[config.mk]
export PLATFORM = sky130hd
export DESIGN_NAME = bounded_fifo_overflow_policy_flat
export DESIGN_NICKNAME = d
export VERILOG_FILES = /design/src/sv/bfop_pkg.sv /design/src/sv/bfop_if.sv /design/src/sv/bfop_cell.sv /design/src/sv/bounded_fifo_overflow_policy.sv /design/src/flat_wrapper.sv
export SDC_FILE = /design/constraint.sdc
export NUM_CORES = 1
export LEC_CHECK = 0
export ABC_AREA = 0
export ABC_CLOCK_PERIOD_IN_PS = 7100
export BUFFER_PORTS_ARGS = -buffer_cell sky130_fd_sc_hd__clkbuf_2
export CAP_MARGIN = 10
export CORE_AREA = 2 2 278 252
export DETAILED_ROUTE_END_ITERATION = 10
export DIE_AREA = 0 0 280 254
export SLEW_MARGIN = 40
export SYNTH_ARGS = -nofsm -noshare
export SYNTH_HDL_FRONTEND = slang
export SYNTH_SLANG_ARGS = --single-unit
[constraint.sdc]
create_clock -name clock -period 7.1 [get_ports clock]
set_input_delay 1.775 -clock clock [delete_from_list [all_inputs] [get_ports clock]]
set_output_delay 1.775 -clock clock [all_outputs]
set_load 0.05 [all_outputs]
[src/sv/bfop_pkg.sv]
// shared constants and types for the bounded fifo with overflow policy
package bfop_pkg;

   localparam int DEPTH      = 16;
   localparam int WORD_WIDTH = 32;
   localparam int CNT_W      = $clog2(DEPTH + 1);
   localparam int IDX_W      = $clog2(DEPTH);
   localparam int LIMIT_W    = 5;
   localparam int POLICY_W   = 2;
   localparam int CSR_IDX_W  = 1;
   localparam int CSR_DATA_W = 5;

   // configuration register indexes
   localparam logic [CSR_IDX_W-1:0] CSR_MAX_LENGTH = 1'b0;
   localparam logic [CSR_IDX_W-1:0] CSR_POLICY     = 1'b1;

   typedef enum logic [1:0] {
      CMD_PUSH  = 2'd0,
      CMD_POP   = 2'd1,
      CMD_QUERY = 2'd2
   } cmd_type;

   typedef enum logic [POLICY_W-1:0] {
      POL_REJECT   = 2'd0,
      POL_DROP_OLD = 2'd1,
      POL_DROP_NEW = 2'd2
   } policy_type;

   typedef enum logic {
      ST_IDLE  = 1'b0,
      ST_SHIFT = 1'b1
   } state_type;

   // per-cell control: load the pushed word, or take the neighbour's word
   typedef struct packed {
      logic shift;
      logic load;
   } cell_ctl_type;

endpackage

[src/sv/bfop_if.sv]
// request and response channel interfaces
interface bfop_req_if;
   logic        valid;
   logic        ready;
   logic [1:0]  cmd;
   logic [31:0] push_word;

   modport source (output valid, output cmd, output push_word, input ready);
   modport sink (input valid, input cmd, input push_word, output ready);
endinterface

interface bfop_rsp_if;
   logic        valid;
   logic        ready;
   logic        accepted;
   logic [4:0]  queue_length;
   logic [31:0] pop_word;
   logic        was_empty;
   logic [4:0]  dropped_count;

   modport source (output valid, output accepted, output queue_length, output pop_word,
                   output was_empty, output dropped_count, input ready);
   modport sink (input valid, input accepted, input queue_length, input pop_word,
                 input was_empty, input dropped_count, output ready);
endinterface

[src/sv/bfop_cell.sv]
// one storage cell of the queue row
module bfop_cell
   import bfop_pkg::*;
(
   input  logic                  clock,
   input  cell_ctl_type          ctl,
   input  logic [WORD_WIDTH-1:0] push_word,
   input  logic [WORD_WIDTH-1:0] next_word,
   output logic [WORD_WIDTH-1:0] word
);

   logic [WORD_WIDTH-1:0] word_ff;

   // a load wins over the shift from the neighbour
   always_ff @(posedge clock) begin
      if (ctl.load) begin
         word_ff <= push_word;
      end else if (ctl.shift) begin
         word_ff <= next_word;
      end
   end

   assign word = word_ff;

endmodule

[src/sv/bounded_fifo_overflow_policy.sv]
// top level: bounded fifo with length limit and overflow policy
// Queue of up to 16 words held in a row of cells, oldest word in cell 0. A request
// (push, pop or length query) gives one response, registered, the cycle after it is
// taken, or for a push that evicts under drop-oldest once the eviction ends; the next
// request may be taken in the cycle that response is taken, not while it waits. A push
// that evicts n oldest words under drop-oldest moves the row's words one cell towards
// the head per cycle, appending the pushed word with the last move. Configuration
// writes are taken at any time but should only be made while the queue is idle.
module bounded_fifo_overflow_policy
   import bfop_pkg::*;
(
   input  logic                  clock,
   input  logic                  reset,
   bfop_req_if.sink              req,
   bfop_rsp_if.source            rsp,
   input  logic                  csr_we,
   input  logic [CSR_IDX_W-1:0]  csr_index,
   input  logic [CSR_DATA_W-1:0] csr_wdata
);

   logic [LIMIT_W-1:0]    max_len_ff;
   logic [POLICY_W-1:0]   policy_ff;
   state_type             state_ff, state_in;
   logic [CNT_W-1:0]      count_ff, count_in;
   logic [CNT_W-1:0]      drop_left_ff, drop_left_in;
   logic [CNT_W-1:0]      hold_n_ff, hold_n_in;
   logic [WORD_WIDTH-1:0] hold_word_ff, hold_word_in;

   logic                  out_valid_ff, out_valid_in;
   logic                  out_accepted_ff, out_accepted_in;
   logic [CNT_W-1:0]      out_len_ff, out_len_in;
   logic [WORD_WIDTH-1:0] out_pop_ff, out_pop_in;
   logic                  out_empty_ff, out_empty_in;
   logic [CNT_W-1:0]      out_dropped_ff, out_dropped_in;

   logic                  take;
   logic                  limited, over, room;
   logic [CNT_W-1:0]      n_drop;
   logic [CNT_W-1:0]      survivors, survivors_held;
   logic                  row_shift, row_load;
   logic [IDX_W-1:0]      load_idx;
   logic [WORD_WIDTH-1:0] load_word;
   logic [WORD_WIDTH-1:0] words [DEPTH];

   // configuration registers
   always_ff @(posedge clock) begin
      if (reset) begin
         max_len_ff <= '0;
         policy_ff  <= POL_REJECT;
      end else if (csr_we) begin
         case (csr_index)
            CSR_MAX_LENGTH: max_len_ff <= csr_wdata[LIMIT_W-1:0];
            CSR_POLICY:     policy_ff  <= csr_wdata[POLICY_W-1:0];
            default:        ;
         endcase
      end
   end

   // limit checks
   assign limited = (max_len_ff != '0) && (CNT_W'(max_len_ff) <= CNT_W'(DEPTH));
   assign over    = limited && (count_ff >= CNT_W'(max_len_ff));
   assign room    = count_ff < CNT_W'(DEPTH);
   assign n_drop  = count_ff - CNT_W'(max_len_ff) + CNT_W'(1);

   // words left after an eviction, now and for the held push
   assign survivors      = count_ff - n_drop;
   assign survivors_held = count_ff - hold_n_ff;

   assign req.ready = (state_ff == ST_IDLE) && (!out_valid_ff || rsp.ready);
   assign take      = req.valid && req.ready;

   // control state
   always_ff @(posedge clock) begin
      if (reset) begin
         state_ff     <= ST_IDLE;
         count_ff     <= '0;
         drop_left_ff <= '0;
         out_valid_ff <= 1'b0;
      end else begin
         state_ff     <= state_in;
         count_ff     <= count_in;
         drop_left_ff <= drop_left_in;
         out_valid_ff <= out_valid_in;
      end
   end

   // held push and response payload
   always_ff @(posedge clock) begin
      hold_n_ff       <= hold_n_in;
      hold_word_ff    <= hold_word_in;
      out_accepted_ff <= out_accepted_in;
      out_len_ff      <= out_len_in;
      out_pop_ff      <= out_pop_in;
      out_empty_ff    <= out_empty_in;
      out_dropped_ff  <= out_dropped_in;
   end

   // next state, row control and response
   always_comb begin
      state_in        = state_ff;
      count_in        = count_ff;
      drop_left_in    = drop_left_ff;
      hold_n_in       = hold_n_ff;
      hold_word_in    = hold_word_ff;
      out_valid_in    = out_valid_ff && !rsp.ready;
      out_accepted_in = out_accepted_ff;
      out_len_in      = out_len_ff;
      out_pop_in      = out_pop_ff;
      out_empty_in    = out_empty_ff;
      out_dropped_in  = out_dropped_ff;
      row_shift       = 1'b0;
      row_load        = 1'b0;
      load_idx        = count_ff[IDX_W-1:0];
      load_word       = req.push_word;

      case (state_ff)
         ST_IDLE: begin
            if (take) begin
               out_accepted_in = 1'b0;
               out_pop_in      = '0;
               out_empty_in    = 1'b0;
               out_dropped_in  = '0;
               out_len_in      = count_ff;
               case (req.cmd)
                  CMD_PUSH: begin
                     if (over && (policy_ff == POL_DROP_OLD)) begin
                        // evict oldest words one cell per cycle
                        state_in     = ST_SHIFT;
                        drop_left_in = n_drop;
                        hold_n_in    = n_drop;
                        hold_word_in = req.push_word;
                     end else if (over && (policy_ff == POL_DROP_NEW)) begin
                        row_load        = 1'b1;
                        load_idx        = survivors[IDX_W-1:0];
                        count_in        = survivors + CNT_W'(1);
                        out_valid_in    = 1'b1;
                        out_accepted_in = 1'b1;
                        out_len_in      = count_in;
                        out_dropped_in  = n_drop;
                     end else if (!over && room) begin
                        row_load        = 1'b1;
                        count_in        = count_ff + CNT_W'(1);
                        out_valid_in    = 1'b1;
                        out_accepted_in = 1'b1;
                        out_len_in      = count_in;
                     end else begin
                        out_valid_in = 1'b1;
                     end
                  end
                  CMD_POP: begin
                     out_valid_in = 1'b1;
                     if (count_ff == '0) begin
                        out_empty_in = 1'b1;
                     end else begin
                        row_shift  = 1'b1;
                        out_pop_in = words[0];
                        count_in   = count_ff - CNT_W'(1);
                        out_len_in = count_in;
                     end
                  end
                  default: begin
                     out_valid_in = 1'b1;
                  end
               endcase
            end
         end
         ST_SHIFT: begin
            row_shift    = 1'b1;
            drop_left_in = drop_left_ff - CNT_W'(1);
            if (drop_left_ff == CNT_W'(1)) begin
               // last move: append the held word behind the survivors
               row_load        = 1'b1;
               load_idx        = survivors_held[IDX_W-1:0];
               load_word       = hold_word_ff;
               count_in        = survivors_held + CNT_W'(1);
               state_in        = ST_IDLE;
               out_valid_in    = 1'b1;
               out_accepted_in = 1'b1;
               out_len_in      = count_in;
               out_dropped_in  = hold_n_ff;
            end
         end
         default: begin
            state_in = ST_IDLE;
         end
      endcase
   end

   // row of cells, cell 0 holds the oldest word
   for (genvar i = 0; i < DEPTH; i++) begin : g_cell
      cell_ctl_type          ctl;
      logic [WORD_WIDTH-1:0] next_word;

      assign ctl.shift = row_shift;
      assign ctl.load  = row_load && (load_idx == IDX_W'(i));
      if (i == DEPTH - 1) begin : g_tail
         assign next_word = '0;
      end else begin : g_body
         assign next_word = words[i + 1];
      end

      bfop_cell u_cell (
         .clock     (clock),
         .ctl       (ctl),
         .push_word (load_word),
         .next_word (next_word),
         .word      (words[i])
      );
   end

   // response port
   assign rsp.valid         = out_valid_ff;
   assign rsp.accepted      = out_accepted_ff;
   assign rsp.queue_length  = out_len_ff;
   assign rsp.pop_word      = out_pop_ff;
   assign rsp.was_empty     = out_empty_ff;
   assign rsp.dropped_count = out_dropped_ff;

   // checks
   a_count_bound: assert property (@(posedge clock) disable iff (reset)
      count_ff <= CNT_W'(DEPTH))
      else $error("queue count above depth");

   a_shift_no_rsp: assert property (@(posedge clock) disable iff (reset)
      (state_ff == ST_SHIFT) |-> !out_valid_ff)
      else $error("response pending during eviction");

   a_pop_count: assert property (@(posedge clock) disable iff (reset)
      (take && (req.cmd == CMD_POP) && (count_ff != '0))
         |=> (count_ff == $past(count_ff) - CNT_W'(1)))
      else $error("pop did not lower the count");

   a_shift_len: assert property (@(posedge clock) disable iff (reset)
      (state_ff == ST_SHIFT) |-> (drop_left_ff != '0))
      else $error("eviction counter ran out");

endmodule
[src/flat_wrapper.sv]
// flat-port wrapper written by rule: the top's interface ports become plain ports
module bounded_fifo_overflow_policy_flat import bfop_pkg::*;
  (clock, reset, csr_we, csr_index, csr_wdata, req_valid, req_cmd, req_push_word, req_ready, rsp_valid, rsp_accepted, rsp_queue_length, rsp_pop_word, rsp_was_empty, rsp_dropped_count, rsp_ready);
  bfop_req_if req_i ();
  bfop_rsp_if rsp_i ();
  input  logic clock;
  input  logic reset;
  input  logic csr_we;
  input  logic [CSR_IDX_W-1:0] csr_index;
  input  logic [CSR_DATA_W-1:0] csr_wdata;
  input wire logic [$bits(req_i.valid)-1:0] req_valid;
  input wire logic [$bits(req_i.cmd)-1:0] req_cmd;
  input wire logic [$bits(req_i.push_word)-1:0] req_push_word;
  output wire logic [$bits(req_i.ready)-1:0] req_ready;
  output wire logic [$bits(rsp_i.valid)-1:0] rsp_valid;
  output wire logic [$bits(rsp_i.accepted)-1:0] rsp_accepted;
  output wire logic [$bits(rsp_i.queue_length)-1:0] rsp_queue_length;
  output wire logic [$bits(rsp_i.pop_word)-1:0] rsp_pop_word;
  output wire logic [$bits(rsp_i.was_empty)-1:0] rsp_was_empty;
  output wire logic [$bits(rsp_i.dropped_count)-1:0] rsp_dropped_count;
  input wire logic [$bits(rsp_i.ready)-1:0] rsp_ready;
  assign req_i.valid = req_valid;
  assign req_i.cmd = req_cmd;
  assign req_i.push_word = req_push_word;
  assign req_ready = req_i.ready;
  assign rsp_valid = rsp_i.valid;
  assign rsp_accepted = rsp_i.accepted;
  assign rsp_queue_length = rsp_i.queue_length;
  assign rsp_pop_word = rsp_i.pop_word;
  assign rsp_was_empty = rsp_i.was_empty;
  assign rsp_dropped_count = rsp_i.dropped_count;
  assign rsp_i.ready = rsp_ready;
  bounded_fifo_overflow_policy u_core (.clock(clock), .reset(reset), .req(req_i), .rsp(rsp_i), .csr_we(csr_we), .csr_index(csr_index), .csr_wdata(csr_wdata));
endmodule
==> results.cfg <==
[run_status]
status = complete, no violations

[power_and_ir_drop]
pwr_density_cell_mw_per_mm2 = 263
p_switching_w = 0.00183
p_clk_share_pct = 41.5
comb_power_share_pct = 7.4
power_w = 0.00808
p_int_w = 0.00625
seq_power_share_pct = 51.1
swShare_pct = 22.7
leakage_nw = 10.5
worst_ir_drop_vdd_v = 0.000147

[sta]
clock_skew_ns = 0.0231
fmax_mhz = 177
hold_violations = 0
setup_viol = 0
report.final.slew_viol_count = 0
rsz0062_at_grt = no
post-route-min-period_ns = 5.66
max_slew_margin_pct = 43.4
tns_ns = 0
finalCritPeriodShare_pct = 79.7
tightest_slew_ns = 0.842

[floorplan]
coreArea_mm2 = 0.0682
start_util_pct = 39.7
rows = 91
die_y_um = 254
die_w_um = 280
dieArea_mm2 = 0.0711
io_pins = 91

[finish]
drive_gt1_share_pct = 39.9
final_area_mm2 = 0.0307
nNetsFinal = 1849
final_common_cell = edfxtp_1
num_antenna_cells = 0
area_growth_pct = 13.2
final_cell_mix = 593 x edfxtp_1, 441 x mux2_2, 132 x nand2_1
instances_no_fill = 2706

[clocking]
cts_sinks = 612
cts_tree = built
clockRootBuffer = clkbuf_16
ctsResizeCount = 0
insertion_delay_ns = 0.60
cts_buffer_depth = 3
htreeDepth = 3
ctsHoldBuffers = 0
cts_buffers = 68
clk_pin_slew_ns = 0.07
post_cts.repair.setup_buffers = 0

[routing]
first_iter_violations = 933
routed-via-count = 13924
firstDrtPassIters = 5
via_per_inst = 5.15
routed_wl_um = 52800
avgRoutedWirePerCell_um = 19.5
ant_nets = 0
drc_errors = 0

[logic_synthesis]
synthDistinctLibCells = 75
synth_warnings = 0
synthCells = 1688
synth-edff-count = 593
async_flop_share_pct = 0
syn_area_mm2 = 0.0271
syn_nets = 1760
avgSynthCellArea_um2 = 16.1
synthFlopType = edfxtp_1
synth_seq_area_share_pct = 67.1
synth-seq-cells = 612

[worst_setup_path]
worstPathRequired_ns = 7.35
reg2reg_depth = 16
reg2reg_to = u_core.g_cell[8].u_cell.word[2]
critPathKind = register to register
critPathLaunchType = register
cp-startpoint = u_core.count_ff[1]
r2r_start = u_core.count_ff[1]
r2r_slack_ns = 1.44
critical_path_peak_fanout = 33
critPathArrivalTime_ns = 5.91
cp-end-kind = register

[placement]
dpl_cell_area_mm2 = 0.0286
place.gp.congestion = 0.879
dpl.hpwl_um = 34700
placedCellCount = 2589
portBuffers = 90

[global_routing]
first_global_vias = 14211
grt_max_degree = 39
grt_pass1_wl_um = 83600
antenna_found_initial = 1
grt-ovfl-total = 0
grt_usage_pct = 15.0

[hold_path]
hold_depth = 2
hold_end = u_core.policy_ff[1]
min_path_type = register to register
worstHoldStart = u_core.policy_ff[1]

[run]
timing.max_cap.violations = 0
-- layer usage --
metal	global-route usage (%)	vias to the layer above	share of wire [%]
met3	2.72	91	4.4
li1	-	6564	-
met4	4.17	0	2.1
met5	0	-	0
met1	22.3	6975	50
met2	22.4	294	44
-- cell type report --
type / instances / area [um2]
clock buffer: 85 / 1810
clock inverter: 31 / 283
fill: 5898 / 37500
inverter: 31 / 116
multi-input combinational: 938 / 8440
sequential: 612 / 18200
tap: 883 / 1100
timing repair buffer: 126 / 751
-- registers in the layout, indices dropped and copies added (netlist names), 2 cells and up --
signal,count
u_core.rsp.pop_word,32
u_core.count_ff,5
u_core.rsp.queue_length,5
u_core.drop_left_ff,5
u_core.g_cell.u_cell.word,512
u_core.hold_word_ff,32
u_core.hold_n_ff,5
u_core.rsp.dropped_count,5
u_core.policy_ff,2
u_core.max_len_ff,5
-- metrics by stage --
| stage | util [%] | hold slack, ns | setup WS, ns |
|---|---|---|---|
| CTS | 44.9 | 0.476 | 1.53 |
| global route | 45.0 | 0.499 | 1.08 |
| detailed placement | 41.9 | 0.467 | 1.13 |
| finish | 45.0 | 0.472 | 1.44 |
| floorplan | - | 0.444 | 1.15 |
| global placement | 41.8 | 0.461 | 1.29 |
-- cell families (layout without fill, tap and decap cells) --
logic type | after synthesis | in the layout | synth area share [%]
and+or+nand+nor | 327 | 327 | 6.08
xor gates and xnor gates | 18 | 18 | 0.632
adders and majority gates | 27 | 27 | 1.33
DFF | 612 | 612 | 67.1
muxes | 483 | 483 | 20.5
buffers and inverters | 138 | 273 | 2.24
AOI/OAI and AO/OA | 83 | 83 | 2.16
-- Yosys cell counts (2+ instances only) --
| cell | count | area [um2] |
|---|---|---|
| nand3_1 | 19 | 95.1 |
| a311o_1 | 2 | 20.0 |
| a31oi_1 | 3 | 18.8 |
| nor2b_1 | 34 | 213 |
| nor4b_1 | 2 | 17.5 |
| a32oi_1 | 2 | 17.5 |
| nor3_4 | 2 | 32.5 |
| buf_6 | 3 | 33.8 |
| a21o_1 | 2 | 15.0 |
| clkbuf_1 | 56 | 210 |
| and2_1 | 33 | 206 |
| nand2_1 | 134 | 503 |
| nor3_2 | 5 | 50.1 |
| nand2b_1 | 13 | 81.3 |
| a211oi_1 | 2 | 15.0 |
| nand4_1 | 5 | 31.3 |
| nor3_1 | 11 | 55.1 |
| dfxtp_1 | 19 | 380 |
| o22ai_1 | 2 | 12.5 |
| buf_1 | 3 | 11.3 |
| nor4_1 | 4 | 25.0 |
| nor2_1 | 43 | 161 |
| inv_1 | 30 | 113 |
| xnor2_1 | 12 | 105 |
| o211ai_1 | 4 | 30.0 |
| a21oi_1 | 28 | 140 |
| mux2i_1 | 3 | 30.0 |
| o21ai_0 | 16 | 80.1 |
| fa_1 | 3 | 60.1 |
| or3_1 | 2 | 12.5 |
| mux2_1 | 10 | 113 |
| and3_1 | 3 | 18.8 |
| mux2_4 | 29 | 435 |
| xor2_1 | 5 | 43.8 |
| mux2_2 | 441 | 4970 |
| nand3b_1 | 6 | 45.0 |
| buf_2 | 41 | 205 |
| buf_4 | 4 | 30.0 |
| ha_1 | 24 | 300 |
| edfxtp_1 | 593 | 17800 |
-- worst max path at each step --
stage	to	slack [ns]
6_report	u_core.g_cell[8].u_cell.word[2]	1.44
2_1_floorplan	u_core.g_cell[10].u_cell.word[0]	1.15
3_3_place_gp	u_core.g_cell[8].u_cell.word[14]	1.29
5_1_grt	u_core.g_cell[8].u_cell.word[2]	1.08
4_1_cts	u_core.g_cell[8].u_cell.word[2]	1.53
3_5_place_dp	u_core.g_cell[8].u_cell.word[20]	1.13
-- power groups by stage --
| stage | sequential, W | clock [W] | combinational (W) |
|---|---|---|---|
| floorplan | 0.00426 | 0 | 0.000354 |
| detailed placement | 0.00421 | 0 | 0.000592 |
| finish | 0.00413 | 0.00335 | 0.000597 |
| global route | 0.00414 | 0.00358 | 0.000648 |
| CTS | 0.00413 | 0.00344 | 0.000597 |
| global placement | 0.00421 | 0 | 0.000586 |
-- critical path: stages, from the launching register on --
cell and delay [ns]:
dfxtp_1 0.31, buf_4 0.20, inv_1 0.18, ha_1 0.39
inv_1 0.06, ha_1 0.19, ha_1 0.42, inv_1 0.07
ha_1 0.35, nand2_1 0.06, o21ai_0 0.35, xnor2_1 0.20
a22oi_2 0.35, nor4b_2 0.45, nand3_2 0.69, nand2_1 0.66
buf_4 0.37
(Power assumes the default switching activity.)
